`src/sv/bfha_pkg.sv`:
```
// Package: shared constants, codes, types and helpers of the best-fit hole allocator.
`default_nettype none
package bfha_pkg;

  localparam int MAX_HOLES = 16;
  localparam int HIDX_W    = $clog2(MAX_HOLES);
  localparam int CNT_W     = $clog2(MAX_HOLES + 1);
  localparam int SIZE_W    = 16;
  localparam int HCNT_W    = 5;
  localparam int CFG_AW    = 3;
  localparam int CFG_DW    = 32;
  localparam logic [HCNT_W-1:0] HCNT_RESET = 5'd16;

  // register index taken from paddr[2]
  localparam logic REG_HOLE_COUNT = 1'b0;

  localparam logic KIND_LOAD = 1'b0;
  localparam logic KIND_REQ  = 1'b1;

  localparam logic [1:0] ST_LOADED    = 2'd0;
  localparam logic [1:0] ST_ALLOCATED = 2'd1;
  localparam logic [1:0] ST_NO_FIT    = 2'd2;
  localparam logic [1:0] ST_BAD_INDEX = 2'd3;

  typedef struct packed {
    logic              en;
    logic [HIDX_W-1:0] addr;
    logic [SIZE_W-1:0] size;
    logic              taken;
  } tbl_wr_t;

  typedef struct packed {
    logic [SIZE_W-1:0] size;
    logic              taken;
  } tbl_rd_t;

  // entries in use: register value saturated to the table depth
  function automatic logic [CNT_W-1:0] holes_in_use(input logic [HCNT_W-1:0] hc);
    int unsigned v;
    v = 32'(hc);
    if (v > MAX_HOLES) v = MAX_HOLES;
    return CNT_W'(v);
  endfunction

endpackage
`default_nettype wire

```
`src/sv/bfha_if.sv`:
```
// Interfaces: input and result channels of the best-fit hole allocator.
`default_nettype none
interface bfha_in_if;
  logic        valid;
  logic        ready;
  logic        kind;
  logic [3:0]  hole_index;
  logic [15:0] amount;
  modport source (output valid, output kind, output hole_index, output amount, input ready);
  modport sink   (input valid, input kind, input hole_index, input amount, output ready);
endinterface

interface bfha_out_if;
  logic        valid;
  logic        ready;
  logic [1:0]  status;
  logic [3:0]  chosen_hole;
  logic [15:0] remaining_size;
  modport source (output valid, output status, output chosen_hole, output remaining_size,
                  input ready);
  modport sink   (input valid, input status, input chosen_hole, input remaining_size,
                  output ready);
endinterface
`default_nettype wire

```
`src/sv/best_fit_hole_allocator.sv`:
```
// Top level: best-fit hole allocator (config port, hole table, scan sequencer).
//
// Usage notes
//  - in_ch carries one word per item: kind (0 load, 1 request), hole_index, amount.
//    A word is taken at a clock edge with in_ch.valid and in_ch.ready high.
//  - out_ch carries one result word per item: status, chosen_hole, remaining_size.
//  - cfg_* is an APB-style port; hole_count lives at byte address 0. pready is tied
//    high; write it only while no item is in flight.
//  - A load's result word goes from acceptance through S_FIN into the output
//    register; a request first scans the n holes in use (hole_count saturated
//    to the table depth). The scan reads one table entry per cycle through the
//    single read port and runs it through the one fit/compare unit.
//  - in_ch.ready is high only while the sequencer is idle, one item at a time; the
//    next word is taken only after the last item has posted its result in S_FIN.
//  - The result sits in an output register, so the next word is accepted while
//    a finished result still waits. If the receiver stalls and the next item
//    finishes, the sequencer holds that result until the register frees.
//  - Reset (rst_n low, synchronous): every hole zero-sized and free, hole_count 16,
//    no result pending.
`default_nettype none
module best_fit_hole_allocator (
  input  wire logic                        clk,
  input  wire logic                        rst_n,
  bfha_in_if.sink                          in_ch,
  bfha_out_if.source                       out_ch,
  input  wire logic                        cfg_psel,
  input  wire logic                        cfg_penable,
  input  wire logic                        cfg_pwrite,
  input  wire logic [bfha_pkg::CFG_AW-1:0] cfg_paddr,
  input  wire logic [bfha_pkg::CFG_DW-1:0] cfg_pwdata,
  output logic      [bfha_pkg::CFG_DW-1:0] cfg_prdata,
  output logic                             cfg_pready
);

  logic [bfha_pkg::CNT_W-1:0]  n_use;   // holes taking part
  bfha_pkg::tbl_wr_t           tbl_wr;  // table write from the final step
  bfha_pkg::tbl_rd_t           tbl_rd;  // entry under the scan pointer
  logic [bfha_pkg::HIDX_W-1:0] rd_addr;

  // configuration register
  bfha_cfg u_cfg (
    .clk     (clk),
    .rst_n   (rst_n),
    .psel    (cfg_psel),
    .penable (cfg_penable),
    .pwrite  (cfg_pwrite),
    .paddr   (cfg_paddr),
    .pwdata  (cfg_pwdata),
    .prdata  (cfg_prdata),
    .pready  (cfg_pready),
    .n_use   (n_use)
  );

  // hole sizes and taken flags, cleared at reset
  bfha_table u_table (
    .clk     (clk),
    .rst_n   (rst_n),
    .wr      (tbl_wr),
    .rd_addr (rd_addr),
    .rd      (tbl_rd)
  );

  // sequencer: accept, scan one hole per cycle, update table, post result
  bfha_seq u_seq (
    .clk     (clk),
    .rst_n   (rst_n),
    .n_use   (n_use),
    .in_ch   (in_ch),
    .out_ch  (out_ch),
    .wr      (tbl_wr),
    .rd_addr (rd_addr),
    .rd      (tbl_rd)
  );

endmodule
`default_nettype wire

```
`src/sv/bfha_cfg.sv`:
```
// Module: APB-style configuration register (hole count).
`default_nettype none
module bfha_cfg (
  input  wire logic                        clk,
  input  wire logic                        rst_n,
  input  wire logic                        psel,
  input  wire logic                        penable,
  input  wire logic                        pwrite,
  input  wire logic [bfha_pkg::CFG_AW-1:0] paddr,
  input  wire logic [bfha_pkg::CFG_DW-1:0] pwdata,
  output logic      [bfha_pkg::CFG_DW-1:0] prdata,
  output logic                             pready,
  output logic      [bfha_pkg::CNT_W-1:0]  n_use
);

  logic [bfha_pkg::HCNT_W-1:0] hcnt_r, hcnt_nxt;
  logic                        hit;

  assign hit    = (paddr[2] == bfha_pkg::REG_HOLE_COUNT);
  assign pready = 1'b1;

  always_comb begin
    hcnt_nxt = hcnt_r;
    if (psel && penable && pwrite && hit) hcnt_nxt = pwdata[bfha_pkg::HCNT_W-1:0];
  end

  always_ff @(posedge clk) begin
    if (!rst_n) begin
      hcnt_r <= bfha_pkg::HCNT_RESET;
    end else begin
      hcnt_r <= hcnt_nxt;
    end
  end

  assign prdata = hit ? bfha_pkg::CFG_DW'(hcnt_r) : '0;
  assign n_use  = bfha_pkg::holes_in_use(hcnt_r);

endmodule
`default_nettype wire

```
`src/sv/bfha_table.sv`:
```
// Module: hole table, one read port for the scan and one write port.
`default_nettype none
module bfha_table (
  input  wire logic                        clk,
  input  wire logic                        rst_n,
  input  wire bfha_pkg::tbl_wr_t           wr,
  input  wire logic [bfha_pkg::HIDX_W-1:0] rd_addr,
  output bfha_pkg::tbl_rd_t                rd
);

  logic [bfha_pkg::SIZE_W-1:0] size_r  [bfha_pkg::MAX_HOLES];
  logic                        taken_r [bfha_pkg::MAX_HOLES];

  always_ff @(posedge clk) begin
    if (!rst_n) begin
      for (int i = 0; i < bfha_pkg::MAX_HOLES; i++) begin
        size_r[i]  <= '0;
        taken_r[i] <= 1'b0;
      end
    end else if (wr.en) begin
      size_r[wr.addr]  <= wr.size;
      taken_r[wr.addr] <= wr.taken;
    end
  end

  assign rd.size  = size_r[rd_addr];
  assign rd.taken = taken_r[rd_addr];

endmodule
`default_nettype wire

```
`src/sv/bfha_seq.sv`:
```
// Module: sequencer, shared fit/compare unit and result register.
`default_nettype none
module bfha_seq (
  input  wire logic                       clk,
  input  wire logic                       rst_n,
  input  wire logic [bfha_pkg::CNT_W-1:0] n_use,
  bfha_in_if.sink                         in_ch,
  bfha_out_if.source                      out_ch,
  output bfha_pkg::tbl_wr_t               wr,
  output logic [bfha_pkg::HIDX_W-1:0]     rd_addr,
  input  wire bfha_pkg::tbl_rd_t          rd
);

  typedef enum logic [2:0] {
    S_IDLE = 3'b001,
    S_SCAN = 3'b010,
    S_FIN  = 3'b100
  } state_t;

  state_t                       state_r, state_nxt;
  logic                         kind_r, kind_nxt;
  logic [3:0]                   idx_r, idx_nxt;
  logic [bfha_pkg::SIZE_W-1:0]  amt_r, amt_nxt;
  logic [bfha_pkg::HIDX_W-1:0]  ptr_r, ptr_nxt;
  logic                         found_r, found_nxt;
  logic [bfha_pkg::HIDX_W-1:0]  best_r, best_nxt;
  logic [bfha_pkg::SIZE_W-1:0]  bsize_r, bsize_nxt;
  logic                         ovld_r, ovld_nxt;
  logic [1:0]                   ost_r, ost_nxt;
  logic [3:0]                   ohole_r, ohole_nxt;
  logic [15:0]                  orem_r, orem_nxt;

  logic accept, fit, better, last, fin_go, load_ok;

  assign in_ch.ready = (state_r == S_IDLE);
  assign accept      = in_ch.valid && in_ch.ready;
  assign rd_addr     = ptr_r;

  // shared compare unit: fit test and best-so-far test on the entry under the pointer
  assign fit    = !rd.taken && (rd.size >= amt_r);
  assign better = !found_r || (rd.size < bsize_r);
  assign last   = (bfha_pkg::CNT_W'(ptr_r) + bfha_pkg::CNT_W'(1)) == n_use;

  assign fin_go  = (state_r == S_FIN) && (!ovld_r || out_ch.ready);
  assign load_ok = (32'(idx_r) < 32'(n_use));

  always_comb begin
    state_nxt = state_r;
    kind_nxt  = kind_r;
    idx_nxt   = idx_r;
    amt_nxt   = amt_r;
    ptr_nxt   = ptr_r;
    found_nxt = found_r;
    best_nxt  = best_r;
    bsize_nxt = bsize_r;
    ovld_nxt  = ovld_r;
    ost_nxt   = ost_r;
    ohole_nxt = ohole_r;
    orem_nxt  = orem_r;
    wr        = '0;

    if (ovld_r && out_ch.ready) ovld_nxt = 1'b0;

    case (state_r)
      S_IDLE: begin
        if (accept) begin
          kind_nxt  = in_ch.kind;
          idx_nxt   = in_ch.hole_index;
          amt_nxt   = in_ch.amount;
          ptr_nxt   = '0;
          found_nxt = 1'b0;
          best_nxt  = '0;
          bsize_nxt = '0;
          if (in_ch.kind == bfha_pkg::KIND_REQ && n_use != '0) state_nxt = S_SCAN;
          else state_nxt = S_FIN;
        end
      end
      S_SCAN: begin
        if (fit && better) begin
          found_nxt = 1'b1;
          best_nxt  = ptr_r;
          bsize_nxt = rd.size;
        end
        if (last) state_nxt = S_FIN;
        else ptr_nxt = ptr_r + bfha_pkg::HIDX_W'(1);
      end
      S_FIN: begin
        if (fin_go) begin
          ovld_nxt  = 1'b1;
          state_nxt = S_IDLE;
          if (kind_r == bfha_pkg::KIND_LOAD) begin
            if (load_ok) begin
              wr.en     = 1'b1;
              wr.addr   = bfha_pkg::HIDX_W'(idx_r);
              wr.size   = amt_r;
              wr.taken  = 1'b0;
              ost_nxt   = bfha_pkg::ST_LOADED;
              ohole_nxt = idx_r;
              orem_nxt  = amt_r;
            end else begin
              ost_nxt   = bfha_pkg::ST_BAD_INDEX;
              ohole_nxt = '0;
              orem_nxt  = '0;
            end
          end else if (found_r) begin
            wr.en     = 1'b1;
            wr.addr   = best_r;
            wr.size   = bsize_r - amt_r;
            wr.taken  = 1'b1;
            ost_nxt   = bfha_pkg::ST_ALLOCATED;
            ohole_nxt = 4'(best_r);
            orem_nxt  = bsize_r - amt_r;
          end else begin
            ost_nxt   = bfha_pkg::ST_NO_FIT;
            ohole_nxt = '0;
            orem_nxt  = '0;
          end
        end
      end
      default: state_nxt = S_IDLE;
    endcase
  end

  always_ff @(posedge clk) begin
    if (!rst_n) begin
      state_r <= S_IDLE;
      ovld_r  <= 1'b0;
      found_r <= 1'b0;
      ptr_r   <= '0;
    end else begin
      state_r <= state_nxt;
      ovld_r  <= ovld_nxt;
      found_r <= found_nxt;
      ptr_r   <= ptr_nxt;
    end
  end

  always_ff @(posedge clk) begin
    kind_r  <= kind_nxt;
    idx_r   <= idx_nxt;
    amt_r   <= amt_nxt;
    best_r  <= best_nxt;
    bsize_r <= bsize_nxt;
    ost_r   <= ost_nxt;
    ohole_r <= ohole_nxt;
    orem_r  <= orem_nxt;
  end

  assign out_ch.valid          = ovld_r;
  assign out_ch.status         = ost_r;
  assign out_ch.chosen_hole    = ohole_r;
  assign out_ch.remaining_size = orem_r;

  a_accept_busy: assert property (@(posedge clk) disable iff (!rst_n)
    accept |=> state_r != S_IDLE)
    else $error("accepted word did not start the sequencer");

  a_null_fields: assert property (@(posedge clk) disable iff (!rst_n)
    ovld_r && (ost_r == bfha_pkg::ST_NO_FIT || ost_r == bfha_pkg::ST_BAD_INDEX)
    |-> ohole_r == '0 && orem_r == '0)
    else $error("failed result carries a hole or size");

  a_ptr_range: assert property (@(posedge clk) disable iff (!rst_n)
    state_r == S_SCAN |-> bfha_pkg::CNT_W'(ptr_r) < n_use)
    else $error("scan pointer beyond holes in use");

  a_best_fits: assert property (@(posedge clk) disable iff (!rst_n)
    state_r == S_FIN && kind_r == bfha_pkg::KIND_REQ && found_r |-> bsize_r >= amt_r)
    else $error("chosen hole smaller than request");

endmodule
`default_nettype wire

```
`src/flat_wrapper.sv`:
```
// flat-port wrapper written by rule: the top's interface ports become plain ports
module best_fit_hole_allocator_flat 
  (clk, rst_n, cfg_psel, cfg_penable, cfg_pwrite, cfg_paddr, cfg_pwdata, cfg_prdata, cfg_pready, in_ch_valid, in_ch_kind, in_ch_hole_index, in_ch_amount, in_ch_ready, out_ch_valid, out_ch_status, out_ch_chosen_hole, out_ch_remaining_size, out_ch_ready);
  bfha_in_if in_ch_i ();
  bfha_out_if out_ch_i ();
  input  wire logic clk;
  input  wire logic rst_n;
  input  wire logic cfg_psel;
  input  wire logic cfg_penable;
  input  wire logic cfg_pwrite;
  input  wire logic [bfha_pkg::CFG_AW-1:0] cfg_paddr;
  input  wire logic [bfha_pkg::CFG_DW-1:0] cfg_pwdata;
  output logic      [bfha_pkg::CFG_DW-1:0] cfg_prdata;
  output logic cfg_pready;
  input wire logic [$bits(in_ch_i.valid)-1:0] in_ch_valid;
  input wire logic [$bits(in_ch_i.kind)-1:0] in_ch_kind;
  input wire logic [$bits(in_ch_i.hole_index)-1:0] in_ch_hole_index;
  input wire logic [$bits(in_ch_i.amount)-1:0] in_ch_amount;
  output wire logic [$bits(in_ch_i.ready)-1:0] in_ch_ready;
  output wire logic [$bits(out_ch_i.valid)-1:0] out_ch_valid;
  output wire logic [$bits(out_ch_i.status)-1:0] out_ch_status;
  output wire logic [$bits(out_ch_i.chosen_hole)-1:0] out_ch_chosen_hole;
  output wire logic [$bits(out_ch_i.remaining_size)-1:0] out_ch_remaining_size;
  input wire logic [$bits(out_ch_i.ready)-1:0] out_ch_ready;
  assign in_ch_i.valid = in_ch_valid;
  assign in_ch_i.kind = in_ch_kind;
  assign in_ch_i.hole_index = in_ch_hole_index;
  assign in_ch_i.amount = in_ch_amount;
  assign in_ch_ready = in_ch_i.ready;
  assign out_ch_valid = out_ch_i.valid;
  assign out_ch_status = out_ch_i.status;
  assign out_ch_chosen_hole = out_ch_i.chosen_hole;
  assign out_ch_remaining_size = out_ch_i.remaining_size;
  assign out_ch_i.ready = out_ch_ready;
  best_fit_hole_allocator u_core (.clk(clk), .rst_n(rst_n), .in_ch(in_ch_i), .out_ch(out_ch_i), .cfg_psel(cfg_psel), .cfg_penable(cfg_penable), .cfg_pwrite(cfg_pwrite), .cfg_paddr(cfg_paddr), .cfg_pwdata(cfg_pwdata), .cfg_prdata(cfg_prdata), .cfg_pready(cfg_pready));
endmodule
```
`config.mk`:
```
export PLATFORM = sky130hd
export DESIGN_NAME = best_fit_hole_allocator_flat
export DESIGN_NICKNAME = d
export VERILOG_FILES = /design/src/sv/bfha_pkg.sv /design/src/sv/bfha_if.sv /design/src/sv/best_fit_hole_allocator.sv /design/src/sv/bfha_cfg.sv /design/src/sv/bfha_table.sv /design/src/sv/bfha_seq.sv /design/src/flat_wrapper.sv
export SDC_FILE = /design/constraint.sdc
export NUM_CORES = 1
export LEC_CHECK = 0
export BUFFER_PORTS_ARGS = -buffer_cell sky130_fd_sc_hd__buf_4
export CORE_MARGIN = 3
export CORE_UTILIZATION = 50
export CTS_CLUSTER_SIZE = 20
export DETAILED_ROUTE_END_ITERATION = 16
export HOLD_SLACK_MARGIN = 0.03
export PLACE_DENSITY = 0.73
export SLEW_MARGIN = 20
export SYNTH_ARGS = -nofsm -noshare
export SYNTH_HDL_FRONTEND = slang
export SYNTH_HIERARCHICAL = 1
export SYNTH_SLANG_ARGS = --single-unit
```
`constraint.sdc`:
```
create_clock -name clk -period 4.4 [get_ports clk]
set_clock_uncertainty 0.05 [all_clocks]
set_input_delay 0.44 -clock clk [delete_from_list [all_inputs] [get_ports clk]]
set_output_delay 0.44 -clock clk [all_outputs]
set_load 0.03 [all_outputs]
```
==> results.json <==
{
  "status": "finished, final reports clean",
  "async_flop_share_pct": 0,
  "cts_setup_buffers": 0,
  "fin_crit_sh_pct": 90.2,
  "reg2reg_depth": 12,
  "vias": 11291,
  "root_buffer": "clkbuf_16",
  "route.detailed.drc": 0,
  "period_needed_ns": 3.97,
  "layout.nets": 1484,
  "track_usage_pct": 23.1,
  "yosys.area_share.simple_pct": 15.5,
  "gp_congestion": 0.865,
  "synth_top_family_by_area": "simple AND/OR/NAND/NOR gates",
  "startpoint_type": "register",
  "cp.depth": 12,
  "synth_compound_area_share_pct": 7.44,
  "reg2reg_from": "u_core/u_seq/rd_addr[0]$_SDFFE_PN0P_",
  "cts_buffers": 37,
  "cpLargestDelayFamily": "compound AO/OA/AOI/OAI gates",
  "grt_max_degree": 65,
  "avgViaCountPerCell": 6.11,
  "ant_nets": 0,
  "num_io_pins": 120,
  "wl_met1_um": 17200,
  "worstPathArrival_ns": 4.15,
  "fin_setup_tns_ns": 0,
  "crit_start": "u_core/u_seq/rd_addr[0]$_SDFFE_PN0P_",
  "slew_viol_final": 0,
  "grt_pass1_vias": 11671,
  "crit_chain": "buf_16 > mux4_2 > a22oi_1 > nand2_1 > ha_1 > nand2_1 > nor3_1 > a21oi_1 > o31a_1 > a221oi_1 > a21o_1 > buf_12",
  "cp_max_fo": 16,
  "max_stage_delay_ns": 0.57,
  "p_per_area_nw_per_um2": 388,
  "nFillCells": 2683,
  "dp_hpwl_um": 27200,
  "rsz0062_at_grt": "no",
  "hold_path.class": "in -> reg",
  "cp.required_ns": 4.58,
  "worst_path_max_delay_cell": "dfxtp_4",
  "overflow": 0,
  "postCtsHoldBufs": 0,
  "ys_warn_count": 6,
  "slew-limit-headroom_pct": 41.7,
  "syn_area_sq_um": 17500,
  "start_util_pct": 51.5,
  "cap_violations": 0,
  "vdd_ir_drop_max_v": 0.000252,
  "critPathBufInv": 2,
  "coreArea_sq_um": 34000,
  "io_buffers": 62,
  "synthMuxAreaShare_pct": 9.42,
  "synth_xor_area_share_pct": 0.699,
  "hold_viol": 0,
  "reg2reg_slack_ns": 0.43,
  "route.met2.wl_um": 21700,
  "routed.top_layer": "met4",
  "htreeDepth": 2,
  "path_class": "reg -> reg",
  "synth_edf_count": 319,
  "grt_pass1_wl_um": 67400,
  "crit_end": "u_core/u_seq/bsize_r[5]$_SDFFCE_PN0P_",
  "drive_above_1_share_pct": 19.9,
  "clock.fmax_ghz": 0.252,
  "synthAdderAreaFrac_pct": 3.75,
  "synthToLayoutAreaGrowth_pct": 12.7,
  "rows": 67,
  "wl_met3_um": 3350,
  "tightest_slew_ns": 0.871,
  "antenna_found_initial": 1,
  "cts-resized-gates": 0,
  "fp.dieH_um": 193,
  "dr.pass1.iters": 5,
  "ys_seq_area_share_pct": 58.1,
  "end_kind": "register",
  "cpMostUsedCell": "nand2_1",
  "cts_tree": "yes",
  "cts_sinks": 349,
  "synth_seq_cells": 349,
  "yosys.cell_types.count": 73,
  "p_leak_uw": 0.00822,
  "synthCells": 1319,
  "syn_area_per_cell_sq_um": 13.3,
  "fp.dieArea_sq_um": 37400,
  "die_x_um": 193,
  "fin_hold_ws_ns": 0.0470,
  "drtIter0Drc": 1024,
  "setup_viol": 0,
  "r2r-end": "u_core/u_seq/bsize_r[5]$_SDFFCE_PN0P_",
  "clkTransAtPathRegs_ns": 0.06,
  "clk_latency_ns": 0.53,
  "wl_per_cell_um": 23.7,
  "finalWirelength_um": 43800,
  "clockBufferDepth": 3,
  "ys.flop_type": "edfxtp_1"
}
## layout make-up
class / count / area, sq um / share of cell area (%)
antenna: 1 / 2.50 / 0.0127
timing repair buffer: 123 / 1010 / 5.09
inverter: 45 / 169 / 0.855
tap: 448 / 561 / 2.84
multi-input combinational: 814 / 6570 / 33.3
clock inverter: 20 / 249 / 1.26
clock buffer: 48 / 1020 / 5.16
sequential: 349 / 10200 / 51.5
## flip-flops by register name (all words and copies together), names as in the netlist, 3 cells and up
name,cells
u_core/u_cfg/hcnt_r,5
u_core/u_seq/bsize_r,16
u_core/u_seq/state_r,3
u_core/u_table/taken_r,16
u_core/u_table/size_r,256
u_core/u_seq/amt_r,16
u_core/u_seq/rd_addr,4
u_core/u_seq/best_r,4
u_core/u_seq/out_ch.chosen_hole,4
u_core/u_seq/idx_r,4
u_core/u_seq/out_ch.remaining_size,16
## how the worst min path moves through the flow
stage / start / to / slack, ns / cells after the start
5_1_grt: in_ch_hole_index[0] / u_core/u_seq/idx_r[0]$_DFFE_PP_ / 0.03 / 1
4_1_cts: in_ch_amount[1] / u_core/u_seq/amt_r[1]$_DFFE_PP_ / 0.03 / 1
6_report: in_ch_amount[1] / u_core/u_seq/amt_r[1]$_DFFE_PP_ / 0.05 / 1
3_5_place_dp: u_core/u_table/taken_r[0]$_DFF_P_ / u_core/u_table/taken_r[0]$_DFF_P_ / 0.40 / 2
3_3_place_gp: u_core/u_table/taken_r[8]$_DFF_P_ / u_core/u_table/taken_r[8]$_DFF_P_ / 0.40 / 2
2_1_floorplan: u_core/u_table/taken_r[0]$_DFF_P_ / u_core/u_table/taken_r[0]$_DFF_P_ / 0.38 / 2
## placed cells by master, fill, tap and decap left out, types with 12 or more instances in the layout
cell type / count
a22oi_1: 33
o21ai_0: 17
nand2_1: 62
clkbuf_16: 39
inv_1: 45
nor2_1: 24
ha_1: 50
dfxtp_1: 28
mux2i_1: 12
o21ai_1: 15
and3_1: 213
nor3_1: 12
a21o_1: 17
a21oi_1: 26
buf_4: 117
conb_1: 28
edfxtp_1: 319
and2_1: 80
mux4_2: 68
## per-stage QoR
stage / std cells / util, % / worst slack [ns] / total power [uW] / instance area [sq um]
after floorplan: 1345 / - / 0.301 / 4280 / 17600
after global placement: 1778 / 54.3 / 0.330 / 4450 / 18500
after detailed placement: 1778 / 54.3 / 0.306 / 4470 / 18500
after CTS: 1846 / 58.0 / 0.293 / 7690 / 19700
after global routing: 1847 / 58.1 / 0.104 / 7890 / 19800
final: 1848 / 58.1 / 0.429 / 7660 / 19800
## synthesized netlist by cell type, drive strengths merged (12+ instances only)
cell	count	area (sq um)
a21o	19	145
a21oi	26	130
a22oi	36	285
and2	80	500
and3	215	1350
buf	63	454
clkbuf	74	278
dfxtp	30	601
edfxtp	319	9580
ha	50	626
inv	45	169
mux2i	12	120
mux4	68	1530
nand2	62	233
nor2	29	119
nor2b	13	88.8
nor3	12	60.1
o21ai	33	169
## layer usage
layer  vias up  GRT usage [%]
met3        95           3.22
met4         0           8.49
met2       478           38.6
met1      5645           31.0
li1       5073              -
met5         -              0
## logic make-up (layout without fill, tap and decap cells)
logic type | count (synthesis) | after routing
XOR/XNOR | 14 | 14
adder cells (fa/ha/maj) | 52 | 52
AND/OR/NAND/NOR | 459 | 459
multiplexers | 80 | 80
buffers and inverters | 182 | 236
flip-flops | 349 | 349
other | 2 | 29
AO/OA/AOI/OAI | 181 | 181
## power by group
group	switching [uW]	total, uW	leakage (uW)	internal (uW)
combinational	394	625	0.00411	231
sequential	49.6	3790	0.00349	3740
clock	1260	3250	0.000620	1990
(Power assumes the default switching activity.)
